$ cat src/hw/rtl/fmrc_pkg.sv
// Package with shared types, constants and rule field layout for the classifier.
package fmrc_pkg;

  localparam int RULES  = 16;
  localparam int ALGOS  = 8;
  localparam int PROTOS = 4;
  localparam int IDX_W  = $clog2(RULES);
  localparam int CNT_W  = $clog2(RULES + 1);

  localparam logic [1:0] MODE_LOAD   = 2'd0;
  localparam logic [1:0] MODE_QUERY  = 2'd1;
  localparam logic [1:0] MODE_NOBUF  = 2'd2;

  localparam logic [1:0] WSEL_MIN = 2'd0;
  localparam logic [1:0] WSEL_MAX = 2'd1;
  localparam logic [1:0] WSEL_SEL = 2'd2;
  localparam logic [1:0] WSEL_FLT = 2'd3;

  localparam logic [1:0] CFG_NODES = 2'd0;
  localparam logic [1:0] CFG_RANKS = 2'd1;
  localparam logic [1:0] CFG_RULES = 2'd2;

  localparam int CFG_DATA_W = 16;
  localparam int RULE_W     = 48 + 48 + 17 + 45;

  typedef struct packed {
    logic [1:0]  mode;
    logic [3:0]  coll_type;
    logic [47:0] byte_count;
    logic [7:0]  pipe_ops;
    logic        reg_buff;
    logic [3:0]  algo_limit;
    logic [2:0]  proto_limit;
    logic [31:0] ignore_mask;
    logic [3:0]  rule_index;
    logic [1:0]  word_select;
    logic [63:0] rule_word;
  } cmd_t;

  typedef struct packed {
    logic        matched;
    logic [2:0]  algorithm;
    logic [1:0]  protocol;
    logic        override_channels;
    logic [6:0]  channel_count;
  } result_t;

  // Word as queued between the front and the back. Loads are queued too, so
  // they reach the table in order with the queries around them.
  typedef struct packed {
    logic        is_query;
    logic        check_buf;
    logic [3:0]  coll_type;
    logic [47:0] byte_count;
    logic [7:0]  pipe_ops;
    logic        reg_buff;
    logic [3:0]  algo_limit;
    logic [2:0]  proto_limit;
    logic [31:0] ignore_mask;
    logic        is_load;
    logic [3:0]  rule_index;
    logic [1:0]  word_select;
    logic [63:0] rule_word;
  } job_t;

  typedef struct packed {
    logic [47:0] min_bytes;
    logic [47:0] max_bytes;
    logic [16:0] selection;
    logic [44:0] filter;
  } rule_t;

endpackage

$ cat src/hw/rtl/fmrc_ram.sv
// Generic single-port-write RAM with a registered read.
module fmrc_ram #(
  parameter int WIDTH = 8,
  parameter int DEPTH = 16
) (
  input  logic                     clk,
  input  logic                     we,
  input  logic [$clog2(DEPTH)-1:0] waddr,
  input  logic [WIDTH-1:0]         wdata,
  input  logic [$clog2(DEPTH)-1:0] raddr,
  output logic [WIDTH-1:0]         rdata
);
  logic [WIDTH-1:0] mem [DEPTH];

  always_ff @(posedge clk) begin
    if (we) begin
      mem[waddr] <= wdata;
    end
    rdata <= mem[raddr];
  end
endmodule

$ cat src/hw/rtl/fmrc_front.sv
// Front part: accepts words, performs rule loads, queues queries.
module fmrc_front (
  input  logic              clk,
  input  logic              rst,
  input  logic              start,
  input  fmrc_pkg::cmd_t    cmd,
  input  logic              pop,
  output logic              busy,
  output logic              job_valid,
  output fmrc_pkg::job_t    job,
  output logic              load_we,
  output logic [1:0]        load_wsel,
  output logic [fmrc_pkg::IDX_W-1:0] load_idx,
  output logic [63:0]       load_word
);
  import fmrc_pkg::*;

  // Two-entry queue of jobs.
  job_t q [2];
  logic [1:0] fill;
  logic       rd_ptr;
  logic       wr_ptr;
  logic       push;

  assign busy      = (fill == 2'd2);
  assign push      = start && !busy;
  assign job_valid = (fill != 2'd0);
  assign job       = q[rd_ptr];

  // A load is written when it leaves the queue, after every earlier query.
  assign load_we   = pop && job.is_load && ({1'b0, job.rule_index} < 5'(RULES));
  assign load_wsel = job.word_select;
  assign load_idx  = job.rule_index[IDX_W-1:0];
  assign load_word = job.rule_word;

  always_ff @(posedge clk) begin
    if (rst) begin
      fill   <= 2'd0;
      rd_ptr <= 1'b0;
      wr_ptr <= 1'b0;
    end else begin
      if (push) begin
        q[wr_ptr].is_query    <= (cmd.mode == MODE_QUERY) || (cmd.mode == MODE_NOBUF);
        q[wr_ptr].check_buf   <= (cmd.mode == MODE_QUERY);
        q[wr_ptr].coll_type   <= cmd.coll_type;
        q[wr_ptr].byte_count  <= cmd.byte_count;
        q[wr_ptr].pipe_ops    <= cmd.pipe_ops;
        q[wr_ptr].reg_buff    <= cmd.reg_buff;
        q[wr_ptr].algo_limit  <= cmd.algo_limit;
        q[wr_ptr].proto_limit <= cmd.proto_limit;
        q[wr_ptr].ignore_mask <= cmd.ignore_mask;
        q[wr_ptr].is_load     <= (cmd.mode == MODE_LOAD);
        q[wr_ptr].rule_index  <= cmd.rule_index;
        q[wr_ptr].word_select <= cmd.word_select;
        q[wr_ptr].rule_word   <= cmd.rule_word;
        wr_ptr <= !wr_ptr;
      end
      if (pop) begin
        rd_ptr <= !rd_ptr;
      end
      fill <= fill + {1'b0, push} - {1'b0, pop};
    end
  end
endmodule

$ cat src/hw/rtl/fmrc_back.sv
// Back part: scans the rule table for one queued query at a time.
module fmrc_back (
  input  logic                       clk,
  input  logic                       rst,
  input  logic                       job_valid,
  input  fmrc_pkg::job_t             job,
  output logic                       pop,
  output logic [fmrc_pkg::IDX_W-1:0] raddr,
  input  fmrc_pkg::rule_t            rule,
  input  logic [15:0]                node_count,
  input  logic [15:0]                rank_count,
  input  logic [4:0]                 rule_count,
  output logic                       done,
  output fmrc_pkg::result_t          result
);
  import fmrc_pkg::*;

  typedef enum logic [1:0] {IDLE, FETCH, CHECK} state_t;

  state_t            state;
  job_t              cur;
  logic [CNT_W-1:0]  idx;
  logic [CNT_W-1:0]  limit;
  logic              hit;
  logic [2:0]        algo;
  logic [1:0]        proto;
  logic [4:0]        bitpos;
  logic              last;

  assign raddr = idx[IDX_W-1:0];
  assign pop   = (state == IDLE) && job_valid;
  assign algo  = rule.selection[6:4];
  assign proto = rule.selection[8:7];
  assign bitpos = 5'({2'b00, algo} * 5'(PROTOS) + {3'b000, proto});
  assign last  = (idx + CNT_W'(1)) >= limit;

  always_comb begin
    hit = (rule.selection[3:0] == cur.coll_type)
       && (cur.byte_count >= rule.min_bytes)
       && (cur.byte_count <= rule.max_bytes)
       && (rule.filter[16] || rule.filter[15:0] == node_count)
       && (rule.filter[33] || rule.filter[32:17] == rank_count)
       && (rule.filter[42] || rule.filter[41:34] == cur.pipe_ops)
       && (!cur.check_buf || rule.filter[44] || rule.filter[43] == cur.reg_buff)
       && ({1'b0, algo} < cur.algo_limit)
       && ({1'b0, proto} < cur.proto_limit)
       && !cur.ignore_mask[bitpos];
  end

  always_ff @(posedge clk) begin
    if (rst) begin
      state <= IDLE;
      done  <= 1'b0;
      idx   <= '0;
    end else begin
      done <= 1'b0;
      unique case (state)
        IDLE: begin
          if (job_valid) begin
            cur    <= job;
            idx    <= '0;
            result <= '0;
            limit  <= (rule_count > 5'(RULES)) ? CNT_W'(RULES) : CNT_W'(rule_count);
            if (job.is_query && rule_count != 5'd0) begin
              state <= FETCH;
            end else begin
              done <= 1'b1;
            end
          end
        end
        FETCH: begin
          state <= CHECK;
        end
        CHECK: begin
          if (hit) begin
            result.matched           <= 1'b1;
            result.algorithm         <= algo;
            result.protocol          <= proto;
            result.override_channels <= rule.selection[9];
            result.channel_count     <= rule.selection[9] ? rule.selection[16:10] : 7'd0;
            done  <= 1'b1;
            state <= IDLE;
          end else if (last) begin
            done  <= 1'b1;
            state <= IDLE;
          end else begin
            idx   <= idx + CNT_W'(1);
            state <= FETCH;
          end
        end
        default: state <= IDLE;
      endcase
    end
  end
endmodule

$ cat src/hw/rtl/first_match_rule_classifier.sv
// Top level of the first-match rule classifier.
// A load or unused mode answers once the back takes it from the queue; a query
// reads and compares one rule at a time (registered table read, then compare)
// and scans up to 16 rules. The back takes one queued word at a time and starts
// the next only after the last is done; a two-word queue lets start be taken
// while a query scans. Reset clears registers to node_count=1, rank_count=1,
// rule_count=0; the rule table is undefined until loaded.
module first_match_rule_classifier (
  input  logic                            clk,
  input  logic                            rst,
  input  logic                            start,
  input  fmrc_pkg::cmd_t                  cmd,
  output logic                            busy,
  output logic                            done,
  output fmrc_pkg::result_t               result,
  input  logic                            cfg_we,
  input  logic [1:0]                      cfg_index,
  input  logic [fmrc_pkg::CFG_DATA_W-1:0] cfg_data
);
  import fmrc_pkg::*;

  logic [15:0] node_count;
  logic [15:0] rank_count;
  logic [4:0]  rule_count;

  logic             job_valid;
  job_t             job;
  logic             pop;
  logic             load_we;
  logic [1:0]       load_wsel;
  logic [IDX_W-1:0] load_idx;
  logic [63:0]      load_word;
  logic [IDX_W-1:0] raddr;
  rule_t            rule;

  always_ff @(posedge clk) begin
    if (rst) begin
      node_count <= 16'd1;
      rank_count <= 16'd1;
      rule_count <= 5'd0;
    end else if (cfg_we) begin
      case (cfg_index)
        CFG_NODES: node_count <= cfg_data[15:0];
        CFG_RANKS: rank_count <= cfg_data[15:0];
        CFG_RULES: rule_count <= cfg_data[4:0];
        default: ;
      endcase
    end
  end

  fmrc_front u_front (
    .clk, .rst, .start, .cmd, .pop, .busy, .job_valid, .job,
    .load_we, .load_wsel, .load_idx, .load_word
  );

  fmrc_ram #(.WIDTH(48), .DEPTH(RULES)) u_min (
    .clk, .we(load_we && load_wsel == WSEL_MIN), .waddr(load_idx),
    .wdata(load_word[47:0]), .raddr, .rdata(rule.min_bytes)
  );
  fmrc_ram #(.WIDTH(48), .DEPTH(RULES)) u_max (
    .clk, .we(load_we && load_wsel == WSEL_MAX), .waddr(load_idx),
    .wdata(load_word[47:0]), .raddr, .rdata(rule.max_bytes)
  );
  fmrc_ram #(.WIDTH(17), .DEPTH(RULES)) u_sel (
    .clk, .we(load_we && load_wsel == WSEL_SEL), .waddr(load_idx),
    .wdata(load_word[16:0]), .raddr, .rdata(rule.selection)
  );
  fmrc_ram #(.WIDTH(45), .DEPTH(RULES)) u_flt (
    .clk, .we(load_we && load_wsel == WSEL_FLT), .waddr(load_idx),
    .wdata(load_word[44:0]), .raddr, .rdata(rule.filter)
  );

  fmrc_back u_back (
    .clk, .rst, .job_valid, .job, .pop, .raddr, .rule,
    .node_count, .rank_count, .rule_count, .done, .result
  );
endmodule

$ cat config.mk
export PLATFORM = sky130hd
export DESIGN_NAME = first_match_rule_classifier
export DESIGN_NICKNAME = d
export VERILOG_FILES = /design/src/hw/rtl/fmrc_pkg.sv /design/src/hw/rtl/fmrc_ram.sv /design/src/hw/rtl/fmrc_front.sv /design/src/hw/rtl/fmrc_back.sv /design/src/hw/rtl/first_match_rule_classifier.sv
export SDC_FILE = /design/constraint.sdc
export NUM_CORES = 2
export LEC_CHECK = 0
export ABC_AREA = 1
export BUFFER_PORTS_ARGS = -buffer_cell sky130_fd_sc_hd__buf_4
export CORE_UTILIZATION = 25
export CTS_CLUSTER_DIAMETER = 200
export DETAILED_ROUTE_END_ITERATION = 6
export SLEW_MARGIN = 5
export SYNTH_ARGS = -nofsm -noshare
export SYNTH_HDL_FRONTEND = slang
export SYNTH_SLANG_ARGS = --single-unit
export TNS_END_PERCENT = 100
$ cat constraint.sdc
create_clock -name clk -period 30.5 [get_ports clk]
set_input_delay 4.575 -clock clk [delete_from_list [all_inputs] [get_ports clk]]
set_output_delay 4.575 -clock clk [all_outputs]
set_load 0.005 [all_outputs]
# Yosys cells after proc, flatten, opt, wreduce, memory -nomap -nowiden
# Memory sizes are Yosys's and may differ from the RTL's. A register that Yosys moved wholly into a read port is not among the register bits.
# Index checks and enable logic that the tools add are counted.
# W data, S select, Z words.
# word_totals
inputBits,194
ff_bits,169
memories,5
elab_cells,135
ramBits,2874
out_inout_bits,16
# classes
n_bitwise,1
add_sub_neg,4
n_mux,33
magnitude_cmp,7
eq_ne,20
reduce_logical,42
# memory_table
memory,words,word_bits,rd,rd_ports_with_merged_regs,wr,line_no,source
u_max.mem,16,48,1,1,1,fmrc_ram.sv:13,logic [WIDTH-1:0] mem [DEPTH];
u_min.mem,16,48,1,1,1,fmrc_ram.sv:13,
u_flt.mem,16,45,1,1,1,fmrc_ram.sv:13,
u_front.q,2,173,1,1,1,fmrc_front.sv:19,job_t q [2];
u_sel.mem,16,17,1,1,1,fmrc_ram.sv:13,
# op_table
op,count
$ge A48 B48 Y1,1
$le A48 B48 Y1,1
$eq A16 B16 Y1,2
$mux W14,2
$pmux W14 S2,1
$mux W1,19
$logic_and A1 B1 Y1,17
$mux W5,3
$eq A2 B2 Y1 const B,6
$pmux W5 S2,1
$eq A2 B1 Y1 const B,4
$eq A8 B8 Y1,1
$logic_not A2 Y1,4
$reduce_and A2 Y1,4
$reduce_and A4 Y1,2
$mux W7,1
$logic_or A1 B1 Y1,6
$lt A5 B6 Y1 const B,1
$mux W2,3
$ne A2 B2 Y1 const B,3
$pmux W2 S3,1
$add A5 B1 Y5 const B,1
$add A5 B2 Y5,1
$bmux W1 S5,1
other kinds (15),21

# Logic depth before layout (Yosys ltp)
# logic_depth
word_depth,12
mapped_depth,21
mapped_depth_nobuf,20

# Cells and area by module
# A second synthesis with hierarchy kept.
# unflattened
cells_unflattened,12656
area_unflattened_um2,135252.2
# modules_own_cells
mod,seq_area_each_um2,instances,cells_each,area_per_inst_um2
fmrc_ram (u_max ...),24023.0,2,3165,33988.8
fmrc_ram (u_flt),22521.6,1,2967,31811.8
fmrc_front,10490.1,1,1013,13611.8
fmrc_ram (u_sel),8508.2,1,1139,12027.8
fmrc_back,3763.6,1,962,8204.1
first_match_rule_classifier,740.7,1,245,1619.1

# Least setup slack after synthesis
# OpenSTA, ideal clock, no wires.
# synth_timing
path_type,input port to flip-flop
start,in rst
end,mem u_front.q[1][0] (netlist bit) (enable)
setup_time_ns,0.866
required_time_ns,29.634
stages,2
n_path_buf,1
arrival_time_ns,15.448
path_slack_ns,14.187
path_cell_list,clkbuf_1 -> nor3_1
# synth_via
elab_chain_cells,2
# synth_lines
item,line_no,source
from (decl),first_match_rule_classifier.sv:10,"input logic rst,"
$mux W1,fmrc_front.sv:37,if (rst) begin
$mux W1 (implied by the code),fmrc_front.sv:55,q[wr_ptr].rule_word <= cmd.rule_word;
to (decl),fmrc_front.sv:19,
# Every way passes these cells.

# Final worst setup path
# layout_timing
start,in start
end,mem u_front.q[0][34] (netlist bit) (enable)
# layout_via
elab_chain_cells,4
# layout_lines
item,line_no,source
from (decl),first_match_rule_classifier.sv:11,"input logic start,"
$logic_and A1 B1 Y1,fmrc_front.sv:26,assign push = start && !busy;
named net u_front.push,fmrc_front.sv:23,logic push;
$mux W1,fmrc_front.sv:42,if (push) begin
$mux W1,fmrc_front.sv:37,
$mux W1 (implied by the code),fmrc_front.sv:55,
# The timed path passes the listed nets, and every way through them passes these cells.

==> out/summary.txt <==
max_cap viols - 0
fmax - 0.152 GHz
dpl ws - 22.99 ns
Die X - 699 microns
Cell Pwr Density - 93.1 nW/um^2
Top-Level Pins - 210
largest net degree at the start of global routing - 218
Core Region - 483000 sq um
Worst EP required - 30.96 ns
final hold slack - 0.449 ns
status - finished, final reports clean
leading register cell type out of synthesis - edfxtp_1
asr flop ratio synth - 0
Final WS setup - 23.92 ns
share of layout cells above drive strength 1 - 0.0983
Worst-Margin Slew - 1.24 ns
drt pass-1 iters - 6
CP Launch Type - primary input
Adder-Cell Fraction of Synth Area - 0.0112
most common library cell in the layout ignoring fill and taps - edfxtp_1
Synth Area in Simple Gates - 0.0804
largest stage delay on the critical path - 0.65 ns
Avg Cell Area, Syn - 13.2 sq um
mux cell area share after synthesis - 0
crit path time final - 6.58 ns
hold crit path type - reg -> reg
number of remaining DRC errors - 0
Vert. Die Dim - 699 microns
CP Class - in -> reg
DR WL/cell - 21.5 microns
Global Route Usage Sum - 0.134
Yosys reg bits - 3170
Synth cell types - 40
critical path endpoint category - flip-flop
Buf+Inv Stages, Crit Path - 5
DPL Wire Length - 181 mm
syn_nets - 9534
RSZ-0062 raised after global routing - false
setup TNS - 0 ns
Die Area - 489000 sq um
std cell rows - 255
Post-Syn Instances - 9231
postcts setup bufs - 0
# clock sinks - 3170
drt initial violations - 9202
Setup-failing EPs final - 0
H-tree depth - 5
slew margin rel. - 0.169
Worst EP arrival - 7.04 ns
worst-path cell chain - buf_4 > o21ai_0 > inv_1 > nand2_1 > nor2_4 > buf_4 > buf_4 > buf_4
Slew Limit Fails - 0
clock buffer count from CTS - 309
most used cell, CP - buf_4
yosys warns - 0
r2r setup slk - 24.73 ns
ANT nets after route - 0
Post-CTS Hold Buffers - 0
vias in the first global route - 69600
post-synthesis xor/xnor area fraction - 0.000721
first-pass GRT wire length - 489 mm
Initial Utilization - 0.251
Fill cells - 48600
synthesis-to-layout area growth - 15.9%
most frequent cells in the layout - 2962 x edfxtp_1, 1672 x nor2_1, 1504 x o21ai_0, 758 x nand2_1, 745 x o22ai_1
GPL Wtd Cong - 0.784
Post-Layout Cell Count - 16000
placed instance count - 15500
Power Total - 13.1 mW
Seq/Total Area, Yosys - 0.767
clock root cell - clkbuf_16
Worst-path clk slew - 0.06 ns
total grt overflow - 0
Post-Place Cell Area - 131000 sq um
final instance area - 141000 sq um
Compound-Gate Fraction of Synth Area - 0.114
Clock Latency Late Sink - 0.90 ns
number of I/O port buffers - 193
crit share post-route - 0.216
Vias per Instance - 4.74
WL final - 345 mm
critical path's slowest cell - buf_4
CP Max Fanout - 50
Post-synth EDFFs - 2962
Mapped Area - 121000 sq um
Clock Tree Buf Depth - 4
initial antenna violation count - 42
Util after Layout - 0.291
Nets - 9643
Fin. Hold Viols - 0
via count - 75900
main combinational cell family by area after synthesis - compound AO/OA/AOI/OAI gates
Top delay family on crit path - buffers and inverters
post-CTS sizing - 0
Static Leak - 46.7 nW
Max Clock Skew - 0.0677 ns
peak supply drop - 80.6 uV
TritonCTS clock tree - done
[worst paths after layout]
kind                                                  start                         end  cells after the start
worst max-delay path                                  start  u_front.q[0][34]$_DFFE_PP_                      8
worst min-delay path            u_front.rd_ptr$_SDFFE_PP0P_                   flip-flop                      1
worst min register to register  u_front.rd_ptr$_SDFFE_PP0P_                   flip-flop                      1
worst max register to register   u_back.idx[0]$_SDFFE_PP0P_     u_min.rdata[29]$_DFF_P_                      9
[worst reg2reg max path: stages, from the launching register on]
cell and delay (ns):
dfxtp_4 0.45, inv_8 0.70, buf_4 0.97, buf_4 0.90, buf_4 0.90, buf_4 0.82, o21ai_0 0.26, o22ai_1 0.23
o21ai_1 0.08, o22ai_1 0.35
[logic make-up (layout without fill, tap and decap cells)]
| logic type | after synthesis | after routing |
|---|---|---|
| compound gates | 2540 | 2540 |
| other cells | 0 | 5 |
| fa+ha+maj | 109 | 109 |
| flops | 3170 | 3170 |
| simple gates | 2577 | 2577 |
| xor+xnor | 10 | 10 |
| buf+inv | 825 | 1188 |
[synth_stat cells (all sizes together), types with 2 or more instances]
cell type | n | area, sq um
edfxtp | 2962 | 88900
a21oi | 168 | 845
nand2 | 785 | 2950
o21ai | 1564 | 7830
o22ai | 745 | 4660
dfxtp | 208 | 4160
clkbuf | 464 | 1750
ha | 109 | 1360
and2 | 2 | 12.5
a22oi | 45 | 338
nor2 | 1741 | 6540
nor3 | 5 | 25.0
nor4 | 2 | 12.5
inv | 245 | 927
nand4 | 6 | 37.5
buf | 115 | 607
a21o | 4 | 30.0
or2 | 6 | 37.5
nand3 | 30 | 150
o21a | 3 | 22.5
xor2 | 9 | 78.8
o211ai | 8 | 65.1
[report_power, final]
part	internal, mW	switching (mW)	total [mW]
Clock	2.24	1.63	3.88
Sequential	5.45	0.183	5.63
Combinational	0.928	2.67	3.60
Total	8.62	4.49	13.1
[final cells by class]
cell class	instances	area, sq um	share of cell area
diodes	5	12.5	0.0000889
multi-input cells	5236	25600	0.182
repair buffers	377	2910	0.0206
well taps	6425	8040	0.0571
clock inverters	126	1390	0.00988
clock buffers	439	8770	0.0623
inverters	246	971	0.00690
flip-flops and latches	3170	93100	0.661
[registers in the layout, summed over array words and instances (netlist names), 45 cells and up, named ones only]
register     count
u_flt.mem      720
u_flt.rdata     45
u_max.rdata     48
u_min.mem      768
u_back.cur     101
u_max.mem      768
u_front.q      314
u_sel.mem      272
u_min.rdata     48
[routing by layer]
metal	global-route usage	up-vias	wire [microns]
met5	0	-	122
met4	0.0372	20	8920
met3	0.0198	528	27900
met2	0.208	3092	155000
met1	0.194	38300	153000
li1	-	34000	-
Power figures use the tool's default switching activity.
